## src/hdl/fsbe_pkg.sv

```systemverilog
// ----------------------------------------------------------------------------
// fsbe_pkg
// Shared types, codes and constants of the float stack bytecode executor.
// ----------------------------------------------------------------------------
package fsbe_pkg;

  localparam int StackDepth = 256;
  localparam int PoolDepth  = 256;

  localparam logic [31:0] CanonNan = 32'h7FC0_0000;
  localparam logic [31:0] SignBit  = 32'h8000_0000;

  typedef enum logic [2:0] {
    MODE_POOL_WR = 3'd0,
    MODE_RET     = 3'd1,
    MODE_PUSH    = 3'd2,
    MODE_NEG     = 3'd3,
    MODE_ADD     = 3'd4,
    MODE_MUL     = 3'd5,
    MODE_DIV     = 3'd6,
    MODE_SUB     = 3'd7
  } mode_e;

  typedef enum logic [1:0] {
    STAT_OK    = 2'd0,
    STAT_RET   = 2'd1,
    STAT_UNDER = 2'd2,
    STAT_OVER  = 2'd3
  } status_e;

  // low two bits of the arithmetic modes
  typedef enum logic [1:0] {
    FP_ADD = 2'd0,
    FP_MUL = 2'd1,
    FP_DIV = 2'd2,
    FP_SUB = 2'd3
  } fp_op_e;

  typedef enum logic [2:0] {
    S_IDLE,
    S_EXEC,
    S_PUSH,
    S_FP_START,
    S_FP_WAIT,
    S_DONE
  } ctrl_state_e;

  typedef enum logic [2:0] {
    F_IDLE,
    F_ADD,
    F_MUL,
    F_PRE,
    F_DIV,
    F_NORM,
    F_ROUND
  } fpu_state_e;

  typedef struct packed {
    logic    latch;
    logic    pool_wr;
    logic    pool_rd;
    logic    stk_rd;
    logic    push;
    logic    neg;
    logic    fp_start;
    logic    fp_wb;
    logic    out_load;
    logic    status_we;
    status_e status;
  } ctrl_cmd_t;

  typedef struct packed {
    mode_e mode;
    logic  empty;
    logic  lt2;
    logic  full;
    logic  fp_done;
    logic  out_free;
  } dp_stat_t;

endpackage

```

## src/hdl/fsbe_ctrl.sv

```systemverilog
// ----------------------------------------------------------------------------
// fsbe_ctrl
// Controller: sequences each instruction word through the datapath.
// ----------------------------------------------------------------------------
module fsbe_ctrl import fsbe_pkg::*; (
  input  logic      clk_i,
  input  logic      rst_ni,
  input  logic      in_valid_i,
  output logic      in_stall_o,
  input  dp_stat_t  stat_i,
  output ctrl_cmd_t cmd_o
);

  ctrl_state_e state_q, state_d;

  always_ff @(posedge clk_i or negedge rst_ni) begin
    if (!rst_ni) begin
      state_q <= S_IDLE;
    end else begin
      state_q <= state_d;
    end
  end

  always_comb begin
    state_d = state_q;
    case (state_q)
      S_IDLE: if (in_valid_i) state_d = S_EXEC;
      S_EXEC: begin
        case (stat_i.mode)
          MODE_PUSH: state_d = stat_i.full ? S_DONE : S_PUSH;
          MODE_ADD, MODE_MUL, MODE_DIV, MODE_SUB:
            state_d = stat_i.lt2 ? S_DONE : S_FP_START;
          default: state_d = S_DONE;
        endcase
      end
      S_PUSH:     state_d = S_DONE;
      S_FP_START: state_d = S_FP_WAIT;
      S_FP_WAIT:  if (stat_i.fp_done) state_d = S_DONE;
      S_DONE:     if (stat_i.out_free) state_d = S_IDLE;
      default:    state_d = S_IDLE;
    endcase
  end

  always_comb begin
    cmd_o        = '0;
    cmd_o.status = STAT_OK;
    in_stall_o   = (state_q != S_IDLE);
    case (state_q)
      S_IDLE: cmd_o.latch = in_valid_i;
      S_EXEC: begin
        cmd_o.status_we = 1'b1;
        case (stat_i.mode)
          MODE_POOL_WR: cmd_o.pool_wr = 1'b1;
          MODE_RET:     cmd_o.status = STAT_RET;
          MODE_PUSH: begin
            if (stat_i.full) cmd_o.status = STAT_OVER;
            else cmd_o.pool_rd = 1'b1;
          end
          MODE_NEG: begin
            if (stat_i.empty) cmd_o.status = STAT_UNDER;
            else cmd_o.neg = 1'b1;
          end
          default: begin
            if (stat_i.lt2) cmd_o.status = STAT_UNDER;
            else cmd_o.stk_rd = 1'b1;
          end
        endcase
      end
      S_PUSH:     cmd_o.push = 1'b1;
      S_FP_START: cmd_o.fp_start = 1'b1;
      S_FP_WAIT:  cmd_o.fp_wb = stat_i.fp_done;
      S_DONE:     cmd_o.out_load = stat_i.out_free;
      default:    cmd_o = '0;
    endcase
  end

endmodule

```

## config.mk

```make
export PLATFORM = sky130hd
export DESIGN_NAME = fsbe_ctrl
export DESIGN_NICKNAME = d
export VERILOG_FILES = /design/src/hdl/fsbe_pkg.sv /design/src/hdl/fsbe_ctrl.sv
export SDC_FILE = /design/constraint.sdc
export NUM_CORES = 1
export LEC_CHECK = 0
export ABC_CLOCK_PERIOD_IN_PS = 1600
export BUFFER_PORTS_ARGS = -buffer_cell sky130_fd_sc_hd__clkbuf_2
export CAP_MARGIN = 20
export CORE_AREA = 2 2 39 41
export CTS_CLUSTER_SIZE = 14
export DETAILED_ROUTE_END_ITERATION = 8
export DIE_AREA = 0 0 41 43
export PLACE_DENSITY_LB_ADDON = 0.15
export SLEW_MARGIN = 20
export SYNTH_ARGS = -nofsm -noshare
export SYNTH_HDL_FRONTEND = slang
export SYNTH_SLANG_ARGS = --single-unit
```

## constraint.sdc

```tcl
create_clock -name clk_i -period 1.6 [get_ports clk_i]
set_input_delay 0.08 -clock clk_i [delete_from_list [all_inputs] [get_ports clk_i]]
set_output_delay 0.08 -clock clk_i [all_outputs]
set_load 0.01 [all_outputs]
```

==> impl_results.md, run 1 <==
* Actual slew at the worst max-slew pin at 0.305 ns
* Crit-path max FO at 6
* # clock sinks at 3
* R2r endpoint: state_q[0]
* Final Setup Violations at 0
* Drt wl/cell at between 9 and 10 um
* Final Power at 0.000628 W
* Max Clk Rate at 0.664 GHz
* Clock Skews at between 0.003 and 0.004 ns
* Via density at roughly 4.6
* Vias at slightly below 400
* Post-Place Cells at between 80 and 90
* #FFs+latches synth at 3
* Post-Layout Cell Count at 86
* Netlist Area Pre-Place at slightly above 300 sq um
* # IOs at 24
* ANT nets after route at 0
* Reg-to-reg setup timing slack at 0.20 ns
* Dpl hpwl at roughly 650 um
* Final Hold Viols at 0
* Largest net degree at the start of global routing at 9
* Initial antenna violation count at 0
* # DRC at 0
* DRT iter0 DRCs at 5
* Die Area at about 1800 sq um
* GRT Resource Usage Total at between 10% and 20%
* Root Buffer: clkbuf_4
* Fill count at between 150 and 200
* Mapped Cells at between 40 and 50
* ANT cells at 0
* First-pass GRT wire length at between 1000 and 1500 um
* Pre-CTS setup slack at 0.220 ns
* WS Path Type: register to primary output
* DRT Wirelength at slightly above 800 um
* Synthesis-to-finish area growth at 64.3%
* Core ar. at 1380 sq um
* Final Critical Period at 1.51 ns
* Die W at slightly above 40 um
* Relative slew slack at approximately 80%
* Clock Tree Buf Depth at 2
* Status: completed
* Total congestion overflow at 0
* PD cells at 1270 nW/um^2
* Die Height at between 40 and 50 um
* Reg clk slew, reported paths at 0.04 ns
* Reg2reg start: state_q[2]
* RSZ-0062 raised after global routing: no
* Initial Utilization at a little over a fifth
* Row count at 14
* Biggest regs: state_q x3
* HP Class: input port to asynchronous set/reset pin
* Leakage at 0.262 nW
* Num CTS Buffers at 3
* Worst EP required at roughly 1.5 ns
* R2R cell count at 3
* Setup TNS at 0 ns
* Synthesis Warnings at 0
* Post-CTS Setup Bufs at 0
* WP data arrival at between 1 and 1.5 ns
* Post-synthesis sequential area ratio at 24.9%
* Largest register FFs at 3
* Tcrit/Tclk final at 94.2%
* Max VDD drop at around 0.00031 V
* TritonRoute pass-1 iters at 3
* Nets at around 80
* Max-Cap Viols at 0
* Slew Viols, Final at 0
* Placer Congestion at 0.676
* Syn Nets at between 50 and 60
* Reg with most FFs: state_q
* Layout cell share with drive strength beyond 1 at approximately 46%
* Synth cell types at 25
* Syn Area/Cell at ~7 sq um
* TritonCTS clock tree: built
* Critical Path End Type: primary output
* Setup ws final at between 0.09 and 0.1 ns
* Port Buffers at 23
* Clk_lat worst skew at about 0.23 ns
* Vias in the first global route at 336
* H-tree depth at 1
* Startpoint Class: register
==> layer usage <==
metal  GRT usage (%)  wire (um)  up-vias
met5               0          0        -
met3            3.14         67        2
met1            12.5        354      168
met4            6.00         17        0
met2            15.6        374       19
li1                -          -      209
==> synth_stat cells (all sizes together) <==
master   n  area [sq um]
o211ai   1          7.51
nand4    1          6.26
and2     2          13.8
nor3     3          15.0
dfrtp    3          75.1
mux2i    1          10.0
and2b    2          16.3
inv      5          18.8
or4      1          7.51
nand3    1          5.00
a21oi    3          15.0
nand2    4          15.0
o2111ai  1          8.76
and3     1          6.26
nor3b    1          7.51
or2b     1          7.51
nor4     2          12.5
or4b     1          13.8
or3      1          6.26
o21ai    2          10.0
clkbuf   1          3.75
nor2     3          11.3
a311oi   1          8.76
==> worst max-delay path, cell delays in order (launching register included) <==
cell	delay, ns
dfrtp_1	0.46
buf_4	0.19
or3_1	0.32
nor2_1	0.10
clkbuf_2	0.13
==> where the power goes <==
part	total, W	leakage, nW	internal, W	switching (W)
sequential	0.000166	0.0358	0.000106	0.0000601
combinational	0.000329	0.211	0.000145	0.000185
clock	0.000133	0.0150	0.0000934	0.0000391
total	0.000628	0.262	0.000344	0.000284
==> per-stage QoR <==
step	hold WS, ns	instance area, sq um	utilization, %
after global placement	-0.122	440	31.8
after CTS	0.166	482	34.8
after detailed placement	-0.121	440	31.8
final	0.171	495	35.8
after floorplan	-0.216	302	-
after global routing	0.189	495	35.8
==> cells in the final DEF, fill, tap and decap left out, types with 2 or more instances in the layout <==
cell and count:
o21ai_0 2, a21oi_1 3, clkbuf_4 3, clkbuf_2 23, dfrtp_1 3, nor3_1 3, nor2_1 3, inv_1 5
nand2_1 4
==> area by class of cell <==
class                      count  area [sq um]  share of cell area, %
clock buffer                   4          26.3                   5.30
inverter                       5          18.8                   3.79
multi-input combinational     33           223                   44.9
sequential                     3          75.1                   15.2
tap                           16          20.0                   4.04
timing repair buffer          25           133                   26.8
==> cells by family (layout without fill, tap and decap cells) <==
family,Yosys count,in the layout,share of synthesized area [%]
compound gates,8,8,16.6
mux,1,1,3.32
simple gates,24,24,47.7
flops,3,3,24.9
buf+inv,6,34,7.47
==> what timing repair did <==
action / CTS / global route
endpoints found under the setup margin: 1 / 3
resized for setup: 1 / 2
hold buffers: 1 / 0
hold endpoints to repair: 3 / 0
==> worst max-delay path by stage <==
stage                     slack, ns       start         end
final                          0.09  state_q[0]   cmd_o[11]
after global placement         0.20  state_q[2]  state_q[0]
after CTS                      0.06  state_q[2]    cmd_o[6]
after detailed placement       0.22  state_q[2]    cmd_o[6]
after floorplan                0.27  state_q[0]  state_q[0]
after global routing          0.008  state_q[1]    cmd_o[6]
Power figures use the tool's default switching activity.
==> run 2: changes to the inputs <==
--- a/config.mk
+++ b/config.mk
@@ -12,7 +12,7 @@
 export CTS_CLUSTER_SIZE = 14
 export DETAILED_ROUTE_END_ITERATION = 8
 export DIE_AREA = 0 0 41 43
-export PLACE_DENSITY_LB_ADDON = 0.15
+export PLACE_DENSITY_LB_ADDON = 0.05
 export SLEW_MARGIN = 20
 export SYNTH_ARGS = -nofsm -noshare
 export SYNTH_HDL_FRONTEND = slang
==> impl_results.md, run 2 (same netlist as run 1, synthesis figures left out) <==
* Dpl hpwl at 723 um
* Port Buffers at 23
* Slowest CP cell: dfrtp_1
* HP Class: input port to asynchronous set/reset pin
* Biggest regs: state_q x3
* Slew Viols, Final at 0
* Tcrit/Tclk final at around 96%
* RSZ-0062 raised after global routing: no
* Clock Skews at 0.00143 ns
* Max VDD drop at between 0.0003 and 0.0004 V
* Initial Utilization at between 20% and 30%
* Gate power share at 50.9%
* Post-Place Cells at just over 80
* First-pass GRT wire length at 1310 um
* Post-Layout Cell Count at between 80 and 90
* Core ar. at roughly 1400 sq um
* Reg with most FFs: state_q
* Max Clk Rate at 0.652 GHz
* Relative slew slack at 78.6%
* Clock Tree Buf Depth at 2
* # clock sinks at 3
* WP data arrival at between 1 and 1.5 ns
* Max-Cap Viols at 0
* Placer Congestion at slightly below 0.6
* Num CTS Buffers at 3
* Setup TNS at 0 ns
* GRT Resource Usage Total at around 11%
* Final Hold Viols at 0
* TritonRoute pass-1 iters at 2
* ANT nets after route at 0
* Die W at roughly 41 um
* Clk_lat worst skew at 0.23 ns
* Commonest cells after routing, fill and taps aside: clkbuf_2, nand2_1
* DRT iter0 DRCs at 3
* DRT Wirelength at about 870 um
* Startpoint Class: register
* Fill count at 154
* Row count at 14
* Vias at approximately 400
* Die Height at approximately 43 um
* Die Area at roughly 1800 sq um
* WS Path Type: register to primary output
* Layout cell share with drive strength beyond 1 at between 40% and 50%
* Setup ws final at 0.0670 ns
* Vias in the first global route at 342
* Actual slew at the worst max-slew pin at 0.320 ns
* PD cells at 1250 nW/um^2
* Clk pwr share at between 20% and 30%
* Initial antenna violation count at 0
* Largest register FFs at 3
* Root Buffer: clkbuf_4
* Largest net degree at the start of global routing at 11
* Sw power at about 0.00026 W
* Switch share at 43.7%
* H-tree depth at 1
* Synthesis-to-finish area growth at 58.1%
* Final Setup Violations at 0
* Final core utilization at between 30% and 40%
* Leakage at 0.258 nW
* ANT cells at 0
* Status: completed
* Commonest non-fill, non-tap cell in the layout: clkbuf_2
* Pre-CTS setup slack at between 0.2 and 0.25 ns
* # IOs at 24
* Critical Path End Type: primary output
* TritonCTS clock tree: built
* Crit-path max FO at 8
* Ordered cell list for the critical path: inv_2 -> nand3_1 -> buf_4 -> nor3_1 -> clkbuf_2
* Internal at between 0.0003 and 0.0004 W
* Nets at a little over 80
* # DRC at 0
* Final Critical Period at between 1.5 and 2 ns
* Drt wl/cell at ~10 um
* Final Power at about 0.00060 W
* Post-CTS Setup Bufs at 0
* Total congestion overflow at 0
* Power share of the sequential group at between 20% and 30%
* Via density at 4.59
* Worst path max stage delay at 0.44 ns
* Reg clk slew, reported paths at approximately 0.03 ns
* Worst EP required at around 1.5 ns
[run 2: path summary, 6_finish.rpt]
kind / start / to / slack [ns] / cells after the start
min reg2reg: state_q[2] / state_q[2] / 0.60 / 1
min in group clk_i: stat_i[0] / state_q[2] / 0.18 / 4
max: state_q[2] / cmd_o[0] / 0.07 / 5
max reg2reg: state_q[2] / state_q[0] / 0.22 / 3
max in group asynchronous: rst_ni / state_q[2] / 1.31 / 2
min: rst_ni / state_q[1] / 0.18 / 2
[run 2: power groups by stage]
stage          sequential (W)  combinational (W)  clock (W)
2_1_floorplan        0.000130           0.000209          0
3_3_place_gp         0.000165           0.000307          0
3_5_place_dp         0.000163           0.000305          0
4_1_cts              0.000163           0.000308   0.000134
5_1_grt              0.000172           0.000338   0.000138
6_report             0.000166           0.000304   0.000127
[run 2: per-layer routing]
metal | global-route usage (%) | wire length [um]
met3 | 1.57 | 83
met2 | 17.5 | 421
met5 | 0 | 0
met1 | 13.0 | 367
met4 | 8.00 | 0
[run 2: metrics by stage]
stage | cell area [sq um] | hold slack, ns
after floorplan | 302 | -0.216
after global placement | 440 | -0.119
after detailed placement | 440 | -0.123
after CTS | 477 | 0.175
after global routing | 477 | 0.184
final | 477 | 0.179
[run 2: what timing repair did]
action                                 CTS  global route
setup endpoints to repair                0             1
endpoints found under the hold margin    3             0
resized for setup                        0             2
hold buffers                             1             0
[run 2: cell type report]
class / instances / area (sq um) / share of cell area, %
clock buffer: 4 / 26.3 / 5.51
inverter: 5 / 18.8 / 3.94
multi-input combinational: 33 / 204 / 42.8
sequential: 3 / 75.1 / 15.7
tap: 16 / 20.0 / 4.20
timing repair buffer: 25 / 133 / 27.8
[run 2: worst max-delay path: cells and delay by family, from the launching register on]
kind                   cells  cell delay [ns]
flip-flops                 1             0.44
buffers and inverters      3             0.47
AND/OR/NAND/NOR            2             0.31
==> run 3: changes to the inputs <==
--- a/config.mk
+++ b/config.mk
@@ -13,6 +13,7 @@
 export DETAILED_ROUTE_END_ITERATION = 8
 export DIE_AREA = 0 0 41 43
 export PLACE_DENSITY_LB_ADDON = 0.05
+export RECOVER_POWER = 50
 export SLEW_MARGIN = 20
 export SYNTH_ARGS = -nofsm -noshare
 export SYNTH_HDL_FRONTEND = slang
==> impl_results.md, run 3 (same netlist as run 1, synthesis figures left out) <==
* Status: completed
* Largest net degree at the start of global routing at 11
* Die Height at 43 um
* GRT Resource Usage Total at 11.2%
* Top delay family on crit path: buffers and inverters
* Post-Place Cells at 81
* TritonCTS clock tree: built
* Actual slew at the worst max-slew pin at approximately 0.32 ns
* Fill count at 158
* Drt wl/cell at slightly above 10 um
* Clock Skews at between 0.001 and 0.0015 ns
* Max-Cap Viols at 0
* Total congestion overflow at 0
* Post-Layout Cell Count at 86
* PD cells at roughly 1300 nW/um^2
* ANT nets after route at 0
* Final Setup Violations at 0
* Pre-CTS setup slack at approximately 0.24 ns
* Critical Path End Type: primary output
* Worst path max stage delay at ~0.44 ns
* Die Area at 1760 sq um
* Max VDD drop at 0.000377 V
* Core ar. at roughly 1400 sq um
* HP Class: input port to register
* Ordered cell list for the critical path: inv_2 -> nand3_1 -> buf_4 -> nor3_1 -> clkbuf_2
* TritonRoute pass-1 iters at 2
* Leakage at around 0.24 nW
* Largest register FFs at 3
* Worst EP required at 1.52 ns
* Relative slew slack at roughly four fifths
* Reg clk slew, reported paths at about 0.030 ns
* Clk_lat worst skew at 0.23 ns
* Nets at 82
* Final Critical Period at around 1.5 ns
* DRT Wirelength at ~870 um
* Clock Tree Buf Depth at 2
* Max Clk Rate at approximately 0.65 GHz
* Placer Congestion at about 0.60
* Commonest cells after routing, fill and taps aside: clkbuf_2, clkbuf_1, nand2_1
* Sequential Area at 75.1 sq um
* Synthesis-to-finish area growth at 55.2%
* Biggest regs: state_q x3
* # IOs at 24
* Startpoint Class: register
* Final Hold Viols at 0
* Port Buffers at 23
* ANT cells at 0
* # clock sinks at 3
* Reg with most FFs: state_q
* Die W at just over 40 um
* Initial Utilization at a little over a fifth
* WP data arrival at 1.46 ns
* Slowest CP cell: dfrtp_1
* Dpl hpwl at between 700 and 800 um
* Area of the multi-input gates at 200 sq um
* Setup TNS at 0 ns
* Layout cell share with drive strength beyond 1 at between 30% and 40%
* RSZ-0062 raised after global routing: no
* Num CTS Buffers at 3
* Commonest non-fill, non-tap cell in the layout: clkbuf_2
* Root Buffer: clkbuf_4
* Setup ws final at roughly 0.064 ns
* # DRC at 0
* DRT iter0 DRCs at 6
* Hold_ws at about 0.18 ns
* Initial antenna violation count at 0
* H-tree depth at 1
* WS Path Type: register to primary output
* Vias at between 300 and 400
* Final core utilization at 33.8%
* Via density at ~4.6
* Vias in the first global route at about 340
* Tcrit/Tclk final at between 90% and 100%
* Worst path bufs/invs at 3
* Row count at 14
* Slew Viols, Final at 0
* Crit-path max FO at 7
* First-pass GRT wire length at between 1000 and 1500 um
[run 3: cell count changes in the layout (fill, tap and decap cells not counted)]
cell,before,now
or4b_4,1,0
or4b_1,0,1
clkbuf_2,23,19
clkbuf_1,1,5
[run 3: path summary, 6_finish.rpt]
kind / start / endpoint / slack (ns) / cells after the start
max reg2reg: state_q[2] / state_q[0] / 0.22 / 3
max: state_q[1] / cmd_o[0] / 0.06 / 5
min in group asynchronous: rst_ni / state_q[1] / 0.19 / 2
max in group asynchronous: rst_ni / state_q[2] / 1.26 / 2
min reg2reg: state_q[2] / state_q[2] / 0.60 / 1
min: stat_i[0] / state_q[2] / 0.18 / 4
[run 3: metrics by stage]
| stage | power [W] | cell area, sq um |
|---|---|---|
| floorplan | 0.000339 | 302 |
| global placement | 0.000471 | 440 |
| detailed placement | 0.000468 | 440 |
| CTS | 0.000605 | 477 |
| global route | 0.000642 | 468 |
| finish | 0.000591 | 468 |
[run 3: timing repair]
action / CTS / global route
hold buffers: 1 / 0
gates resized for setup: 0 / 2
hold endpoints to repair: 3 / 0
setup endpoints to repair: 0 / 1
buffers inserted: 0 / 0
[run 3: cell type report]
class / count / area share [%]
multi-input combinational: 33 / 42.8
timing repair buffer: 25 / 27.3
sequential: 3 / 16.0
clock buffer: 4 / 5.61
tap: 16 / 4.28
inverter: 5 / 4.01
[run 3: report_power, final]
group          leakage, nW  switching [W]  internal [W]
combinational        0.193       0.000167      0.000131
sequential          0.0358      0.0000605      0.000106
clock               0.0150      0.0000336     0.0000931
[run 3: tightest hold or removal path: cells and delay by family]
| family | cells | cell delay [ns] |
|---|---|---|
| buf+inv | 1 | 0.09 |
| compound gates | 1 | 0.06 |
| simple gates | 2 | 0.12 |
[run 3: per-layer routing]
layer	GRT usage [%]	routed length, um
met1	13.0	360
met2	17.5	424
met3	1.57	86
met4	8.00	0
met5	0	0
